[config.mk]
export PLATFORM = sky130hd
export DESIGN_NAME = bfis_ctrl
export DESIGN_NICKNAME = d
export VERILOG_FILES = /design/src/bfis_pkg.sv /design/src/bfis_ctrl.sv
export SDC_FILE = /design/constraint.sdc
export NUM_CORES = 1
export LEC_CHECK = 0
export ABC_CLOCK_PERIOD_IN_PS = 1900
export BUFFER_PORTS_ARGS = -buffer_cell sky130_fd_sc_hd__clkbuf_2
export CAP_MARGIN = 20
export CORE_AREA = 10 10 47 49
export DETAILED_ROUTE_END_ITERATION = 10
export DIE_AREA = 0 0 57 59
export PLACE_DENSITY = 0.71
export SLEW_MARGIN = 20
export SYNTH_ARGS = -nofsm -noshare
export SYNTH_HDL_FRONTEND = slang
export SYNTH_SLANG_ARGS = --single-unit
[constraint.sdc]
create_clock -name clk -period 1.9 [get_ports clk]
set_input_delay 0.57 -clock clk [delete_from_list [all_inputs] [get_ports clk]]
set_output_delay 0.57 -clock clk [all_outputs]
set_load 0.02 [all_outputs]
[src/bfis_pkg.sv]
// shared types and constants of the bf instruction stepper
// depends on nothing; used by every module of the block but bfis_ram
`default_nettype none

package bfis_pkg;

  // field widths fixed by the interface
  localparam int CHAR_W = 8;
  localparam int CELL_W = 32;
  localparam int LEN_W  = 13;
  localparam int LADR_W = 12;
  localparam int APB_AW = 2;
  localparam int APB_DW = 32;

  // register map
  localparam logic [APB_AW-1:0] REG_ADDR_PROGRAM_LENGTH = 2'd0;

  // request function codes
  localparam logic FUNC_LOAD = 1'b0;
  localparam logic FUNC_STEP = 1'b1;

  // program characters
  localparam logic [CHAR_W-1:0] CH_RIGHT = 8'h3E;  // '>'
  localparam logic [CHAR_W-1:0] CH_LEFT  = 8'h3C;  // '<'
  localparam logic [CHAR_W-1:0] CH_INC   = 8'h2B;  // '+'
  localparam logic [CHAR_W-1:0] CH_DEC   = 8'h2D;  // '-'
  localparam logic [CHAR_W-1:0] CH_OUT   = 8'h2E;  // '.'
  localparam logic [CHAR_W-1:0] CH_IN    = 8'h2C;  // ','
  localparam logic [CHAR_W-1:0] CH_OPEN  = 8'h5B;  // '['
  localparam logic [CHAR_W-1:0] CH_CLOSE = 8'h5D;  // ']'

  // request payload
  typedef struct packed {
    logic                     func;
    logic [LADR_W-1:0]        load_addr;
    logic [CHAR_W-1:0]        load_char;
    logic signed [CELL_W-1:0] in_value;
  } req_t;

  // result payload
  typedef struct packed {
    logic              out_valid;
    logic [CHAR_W-1:0] out_char;
    logic              took_input;
    logic              halted;
    logic [LEN_W-1:0]  next_pc;
  } rsp_t;

  // program memory read address source
  typedef enum logic [1:0] {
    PSEL_PC  = 2'd0,
    PSEL_FWD = 2'd1,
    PSEL_BWD = 2'd2
  } psel_t;

  // controller to datapath commands
  typedef struct packed {
    logic  clr_step;
    logic  latch_req;
    logic  load_wr;
    logic  exec;
    logic  fwd_step;
    logic  bwd_dec;
    logic  bwd_step;
    logic  pc_from_j;
    logic  pc_zero;
    psel_t prog_sel;
  } cmd_t;

  // datapath to controller status
  typedef struct packed {
    logic clear_last;
    logic halted;
    logic open_skip;
    logic close_jump;
    logic fwd_done;
    logic j_zero;
    logic bwd_match;
  } sts_t;

endpackage

`default_nettype wire

[src/bfis_ctrl.sv]
// controller state machine of the bf instruction stepper
// depends on bfis_pkg; drives the datapath through cmd_t, reads sts_t
`default_nettype none

module bfis_ctrl (
  input  logic           clk,
  input  logic           rst,
  input  logic           start,
  input  logic           func,
  input  bfis_pkg::sts_t sts,
  output bfis_pkg::cmd_t cmd,
  output logic           busy,
  output logic           done
);
  import bfis_pkg::*;

  typedef enum logic [7:0] {
    ST_CLEAR    = 8'b0000_0001,
    ST_IDLE     = 8'b0000_0010,
    ST_EXEC     = 8'b0000_0100,
    ST_FWD_ADDR = 8'b0000_1000,
    ST_FWD_DATA = 8'b0001_0000,
    ST_BWD_ADDR = 8'b0010_0000,
    ST_BWD_DATA = 8'b0100_0000,
    ST_RESP     = 8'b1000_0000
  } state_t;

  state_t state;
  state_t state_next;

  // state register; reset starts the tape clearing pass
  always_ff @(posedge clk) begin
    if (rst) begin
      state <= ST_CLEAR;
    end else begin
      state <= state_next;
    end
  end

  // next state and commands
  always_comb begin
    state_next = state;
    cmd        = '0;
    unique case (state)
      ST_CLEAR: begin
        cmd.clr_step = 1'b1;
        if (sts.clear_last) begin
          state_next = ST_IDLE;
        end
      end
      ST_IDLE: begin
        cmd.prog_sel = PSEL_PC;
        if (start) begin
          cmd.latch_req = 1'b1;
          if (func == FUNC_LOAD) begin
            cmd.load_wr = 1'b1;
            state_next  = ST_RESP;
          end else if (sts.halted) begin
            state_next = ST_RESP;
          end else begin
            state_next = ST_EXEC;
          end
        end
      end
      ST_EXEC: begin
        cmd.exec = 1'b1;
        if (sts.open_skip) begin
          state_next = ST_FWD_ADDR;
        end else if (sts.close_jump) begin
          state_next = ST_BWD_ADDR;
        end else begin
          state_next = ST_RESP;
        end
      end
      ST_FWD_ADDR: begin
        cmd.prog_sel = PSEL_FWD;
        if (sts.fwd_done) begin
          cmd.pc_from_j = 1'b1;
          state_next    = ST_RESP;
        end else begin
          state_next = ST_FWD_DATA;
        end
      end
      ST_FWD_DATA: begin
        cmd.fwd_step = 1'b1;
        state_next   = ST_FWD_ADDR;
      end
      ST_BWD_ADDR: begin
        cmd.prog_sel = PSEL_BWD;
        if (sts.j_zero) begin
          // no matching open bracket: restart at the top
          cmd.pc_zero = 1'b1;
          state_next  = ST_RESP;
        end else begin
          cmd.bwd_dec = 1'b1;
          state_next  = ST_BWD_DATA;
        end
      end
      ST_BWD_DATA: begin
        if (sts.bwd_match) begin
          cmd.pc_from_j = 1'b1;
          state_next    = ST_RESP;
        end else begin
          cmd.bwd_step = 1'b1;
          state_next   = ST_BWD_ADDR;
        end
      end
      ST_RESP: begin
        state_next = ST_IDLE;
      end
      default: begin
        state_next = ST_IDLE;
      end
    endcase
  end

  // handshake outputs
  assign busy = (state != ST_IDLE);
  assign done = (state == ST_RESP);

endmodule

`default_nettype wire

==> results of run 1 <==
==> routing by layer <==
layer | global-route usage | share of wire | vias to the layer above
met5 | 0 | 0 | -
met4 | 0.0201 | 0.0041 | 0
met3 | 0.0665 | 0.097 | 2
met2 | 0.181 | 0.51 | 27
met1 | 0.116 | 0.39 | 303
li1 | - | - | 313
==> report_power, final <==
group	switching (uW)	internal [uW]
clock	62.5	72.6
sequential	7.14	172
combinational	65.4	79.4
total	135	324
==> timing repair <==
item	in CTS	in global routing
setup endpoints to repair	13	13
pin swaps	7	8
gates resized for setup	41	29
buffers inserted	5	2
==> cell usage in the layout, fill, tap and decap left out, types with 3 or more instances in the layout <==
| cell | instances |
|---|---|
| a21oi_1 | 4 |
| and3_4 | 4 |
| dfxtp_2 | 4 |
| buf_8 | 6 |
| nor2_1 | 6 |
| buf_4 | 16 |
| buf_6 | 4 |
| clkbuf_4 | 3 |
| clkbuf_2 | 10 |
==> stage by stage <==
stage / TNS [ns] / setup slack, ns
6_report: -1.73 / -0.216
5_1_grt: -2.70 / -0.296
4_1_cts: -1.73 / -0.222
3_5_place_dp: 0 / 0.0138
3_3_place_gp: 0 / 0.0261
2_1_floorplan: 0 / 0.0373
==> cells by family (layout without fill, tap and decap cells) <==
group | Yosys count | in the layout
AO/OA/AOI/OAI | 12 | 12
AND/OR/NAND/NOR | 36 | 36
buffers and inverters | 7 | 46
flip-flops | 8 | 8
XOR/XNOR | 1 | 1
==> cell usage after synthesis, types with 2 or more instances <==
cell	n
inv_1	5
nand2b_1	2
nand2_1	3
nand3b_1	2
dfxtp_1	8
a21oi_1	4
nor3b_1	2
nor2_1	7
nor3_1	5
and2_1	2
and3_1	4
nor4b_2	2
buf_6	2
==> how the worst max path moves through the flow <==
| stage | slack (ns) | endpoint | from |
|---|---|---|---|
| after floorplan | 0.04 | cmd[8] | state[6] |
| after global placement | 0.03 | cmd[4] | state[4] |
| after detailed placement | 0.01 | cmd[4] | state[4] |
| after CTS | -0.22 | cmd[4] | state[1] |
| after global routing | -0.30 | cmd[0] | state[1] |
| final | -0.22 | cmd[0] | state[1] |
==> layout make-up <==
cell class	instances	area [um^2]
Multi-Input combinational cell	49	453
Fill cell	96	379
Timing Repair Buffer	38	333
Sequential cell	8	173
Clock buffer	3	22.5
Inverter	5	21.3
Tap cell	16	20.0
==> impl_metrics.env, run 1 <==
export IMPL_htree_levels=1
export IMPL_rsz0062_at_grt="true"
export IMPL_fin_skew_ns=0.00949
export IMPL_fmax_ghz=0.473
export IMPL_period_minus_slack_ns=2.12
export IMPL_top_register="state"
export IMPL_synth_simple_area_share=0.462
export IMPL_dieArea_mm2=0.00336
export IMPL_whs_ns=0.497
export IMPL_tightest_slew_ns=0.312
export IMPL_period_share=1.11
export IMPL_dp_hpwl_um=1300
export IMPL_ir_drop_mv=0.368
export IMPL_cts_reportedPaths_clkPinSlew_ns=0.06
export IMPL_hp_class="input port to register"
export IMPL_syn_nets=75
export IMPL_leakage_uw=0.000466
export IMPL_crit_chain="nor4_4 -> buf_4 -> and2b_2 -> and3_4 -> buf_8"
export IMPL_synth_area_top_cells="dfxtp_1 29%, nor4b_2 5.5%, nor2_1 4.8%"
export IMPL_failed_checks="negative setup slack"
export IMPL_pin_count=24
export IMPL_crit_required_ns=1.33
export IMPL_yosysWarnings=0
export IMPL_drt_iter0_markers=17
export IMPL_rows=14
export IMPL_layoutNonFillerInstCount=119
export IMPL_worst_r2r_setup_slack_ns=0.20
export IMPL_final_max_slew_viol_count=0
export IMPL_synth_top_family_by_area="simple AND/OR/NAND/NOR gates"
export IMPL_relSlewSlack=0.791
export IMPL_clkSinkCount=8
export IMPL_status="finished with violations"
export IMPL_hold_path_startpoint="sts[2]"
export IMPL_io_buffers=23
export IMPL_max_cap_violations=0
export IMPL_hold_buffers=0
export IMPL_grt_pass1_wl_um=2860
export IMPL_wire_per_inst_um=16.3
export IMPL_reg2reg_from="state[2]"
export IMPL_vias_per_cell=5.42
export IMPL_cp_arrival_ns=1.55
export IMPL_post_place_cells=109
export IMPL_synthAdderAreaFrac=0
export IMPL_final_core_util=0.729
export IMPL_core_area_mm2=0.00140
export IMPL_largestRegisters="state (8)"
export IMPL_grt_max_degree=9
export IMPL_crit_cells=5
export IMPL_die_w_um=57
export IMPL_final_nets=116
export IMPL_ys_async_sr_fraction=0
export IMPL_antenna_found_initial=0
export IMPL_critPathMaxFanout=3
export IMPL_synth_xor_area_frac=0.0159
export IMPL_crit_family="simple AND/OR/NAND/NOR gates"
export IMPL_postLayoutSetupSlackWorst_ns=-0.216
export IMPL_final_hold_viol_count=0
export IMPL_synth_top_cell_area_share=0.292
export IMPL_drt_pass1_iterations=4
export IMPL_synth_seq_area_share=0.292
export IMPL_synth_area_per_cell_um2=8.58
export IMPL_grt_overflow=0
export IMPL_routed_wl_um=1940
export IMPL_gp_congestion=0.797
export IMPL_diodes=0
export IMPL_grt_usage=0.109
export IMPL_syn_to_final_growth_pct=86.1
export IMPL_synth_edf_count=0
export IMPL_cts_root_buf="clkbuf_4"
export IMPL_p_per_area_mw_per_mm2=449
export IMPL_criticalPathCategory="register to output port"
export IMPL_cp_slowest_cell="dfxtp_4"
export IMPL_synth_ff_type="dfxtp_1"
export IMPL_ant_nets=0
export IMPL_clk_latency_ns=0.26
export IMPL_worstRegToRegCells=7
export IMPL_placed_area_um2=722
export IMPL_synth_compound_area_frac=0.155
export IMPL_synthesis_instances=64
export IMPL_largest_reg_flops=8
export IMPL_cts_inserted_buffers=3
export IMPL_cts_tree="done"
export IMPL_vias=645
export IMPL_grt_pass1_vias=615
export IMPL_ys_ff_latch=8
export IMPL_drive_above_1_share=0.680
export IMPL_synth_area_um2=549
export IMPL_die_h_um=59
export IMPL_fin_area_mm2=0.00102
export IMPL_worst_setup_path_end_kind="output port"
export IMPL_start_util=0.392
export IMPL_ys_types=29
export IMPL_drcViolationCount=0
export IMPL_worst_r2r_endpoint="state[1]"
export IMPL_worst_setup_path_start_kind="register"
export IMPL_min_path_cells=2
export IMPL_synthMuxAreaShare=0
export IMPL_total_power_uw=459
export IMPL_setup_viol=13
export IMPL_worstPathBufferInverterCount=2
export IMPL_yosysTopAreaCell="dfxtp_1"
export IMPL_cts_buffer_depth=2
export IMPL_max_stage_delay_ns=0.36
export IMPL_hold_end="state[4]"
(Power assumes the default switching activity.)
==> run 2: changes to the inputs <==
--- a/config.mk
+++ b/config.mk
@@ -11,7 +11,9 @@
 export CORE_AREA = 10 10 47 49
 export DETAILED_ROUTE_END_ITERATION = 10
 export DIE_AREA = 0 0 57 59
+export GPL_ROUTABILITY_DRIVEN = 0
 export PLACE_DENSITY = 0.71
+export SKIP_LAST_GASP = 1
 export SLEW_MARGIN = 20
 export SYNTH_ARGS = -nofsm -noshare
 export SYNTH_HDL_FRONTEND = slang
==> constraint.sdc (replaced) <==
create_clock -name clk -period 1.9 [get_ports clk]
set_input_delay 0.57 -clock clk [delete_from_list [all_inputs] [get_ports clk]]
set_output_delay 0.57 -clock clk [all_outputs]
set_load 0.1 [all_outputs]
==> impl_metrics.env, run 2 (synthesis gave the netlist of run 1 again) <==
export IMPL_cts_tree="done"
export IMPL_fin_skew_ns=0.000614
export IMPL_wl_met2_um=1180
export IMPL_rows=14
export IMPL_grt_usage=0.115
export IMPL_critPathMaxFanout=4
export IMPL_pin_count=24
export IMPL_vias=661
export IMPL_maxUsedRoutingLayer="met4"
export IMPL_vias_per_cell=5.42
export IMPL_grt_max_degree=9
export IMPL_start_util=0.392
export IMPL_final_hold_viol_count=0
export IMPL_final_core_util=0.826
export IMPL_clkSinkCount=8
export IMPL_die_h_um=59
export IMPL_drt_iter0_markers=9
export IMPL_power_frac_comb=0.398
export IMPL_power_switching_uw=180
export IMPL_period_minus_slack_ns=2.22
export IMPL_p_seq_frac=0.350
export IMPL_worst_setup_path_end_kind="output port"
export IMPL_worst_r2r_setup_slack_ns=-0.06
export IMPL_syn_to_final_growth_pct=111
export IMPL_layout_commonest_cell="buf_4"
export IMPL_period_share=1.17
export IMPL_final_max_slew_viol_count=0
export IMPL_io_buffers=23
export IMPL_met1Wirelength_um=803
export IMPL_failed_checks="negative setup slack"
export IMPL_swShare=0.345
export IMPL_cp_arrival_ns=1.65
export IMPL_fmax_ghz=0.451
export IMPL_largest_reg_flops=8
export IMPL_largestRegisters="state (8)"
export IMPL_clk_latency_ns=0.26
export IMPL_top_register="state"
export IMPL_grt_pass1_wl_um=3200
export IMPL_diodes=0
export IMPL_die_w_um=57
export IMPL_pre_cts_ws_ns=-0.0633
export IMPL_final_nets=119
export IMPL_crit_required_ns=1.33
export IMPL_antenna_found_initial=0
export IMPL_hold_buffers=0
export IMPL_status="finished with violations"
export IMPL_whs_ns=0.500
export IMPL_routed_wl_um=2190
export IMPL_dieArea_mm2=0.00336
export IMPL_rsz0062_at_grt="true"
export IMPL_wire_per_inst_um=17.9
export IMPL_ant_nets=0
export IMPL_dp_hpwl_um=1410
export IMPL_intPower_uw=341
export IMPL_final_cell_mix="16 x buf_4, 13 x buf_12, 10 x clkbuf_2"
export IMPL_clockPowerShare=0.252
export IMPL_core_area_mm2=0.00140
export IMPL_tightest_slew_ns=0.422
export IMPL_grt_pass1_vias=691
export IMPL_criticalPathCategory="register to output port"
export IMPL_postLayoutSetupSlackWorst_ns=-0.317
export IMPL_cts_buffer_depth=2
export IMPL_max_cap_violations=0
export IMPL_drive_above_1_share=0.698
export IMPL_hp_class="input port to register"
export IMPL_cts_inserted_buffers=3
export IMPL_leakage_uw=0.000490
export IMPL_cts_root_buf="clkbuf_4"
export IMPL_wl_met3_um=166
export IMPL_p_per_area_mw_per_mm2=450
export IMPL_cts_reportedPaths_clkPinSlew_ns=0.05
export IMPL_drt_pass1_iterations=4
export IMPL_relSlewSlack=0.718
export IMPL_worst_setup_path_start_kind="register"
export IMPL_drcViolationCount=0
export IMPL_ir_drop_mv=0.390
export IMPL_setup_viol=14
export IMPL_htree_levels=1
export IMPL_grt_overflow=0
==> run 2: cell types whose count changed in the layout (fill, tap and decap cells not counted), moves of 2 or more <==
cell	before	now
clkinvlp_4	0	2
inv_2	2	0
buf_6	4	2
dfxtp_2	4	2
buf_8	6	0
clkbuf_8	2	0
buf_12	0	13
==> run 2: area by class of cell <==
class,instances,area [um^2]
repair buffers,41,453
well taps,16,20.0
fillers,81,244
inverters,5,28.8
multi-input cells,49,459
clock buffers,3,22.5
flip-flops and latches,8,174
==> run 2: through the flow <==
| stage | instance area, um^2 | std cells | TNS (ns) | total power, uW |
|---|---|---|---|---|
| after floorplan | 618 | 64 | -1.44 | 285 |
| after global placement | 978 | 108 | -0.0472 | 346 |
| after detailed placement | 978 | 108 | -0.0633 | 348 |
| after CTS | 1070 | 116 | -2.84 | 492 |
| after global routing | 1160 | 122 | -4.13 | 541 |
| final | 1160 | 122 | -3.14 | 521 |
==> run 2: metal layers <==
layer / global-route usage / vias up
li1: - / 322
met4: 0.0503 / 0
met3: 0.0579 / 4
met2: 0.200 / 22
met1: 0.114 / 313
met5: 0 / -
==> run 2: worst paths after layout <==
| path | from | endpoint | cells after the start |
|---|---|---|---|
| worst max-delay path | state[1] | cmd[0] | 5 |
| worst min-delay path | sts[2] | state[4] | 2 |
| worst max register to register | state[2] | state[1] | 7 |
| worst min register to register | state[1] | state[6] | 3 |
==> run 2: power groups by stage <==
stage               combinational, uW  clock, uW  sequential [uW]
floorplan                         103          0              182
global placement                  161          0              185
detailed placement                163          0              185
CTS                               173        137              182
global route                      217        142              183
finish                            207        131              182
==> run 2: timing repair <==
action                                 in CTS  in global routing
setup buffers                               5                  6
endpoints found under the hold margin       0                  0
gates resized for setup                    10                 13
pin swaps                                   6                  6
setup endpoints to repair                  13                 13
==> run 2: critical path, cell delays in order (launching register included) <==
cell     delay, ns
dfxtp_4       0.36
nor4_4        0.32
buf_4         0.17
and2b_2       0.16
and3_4        0.20
buf_12        0.17
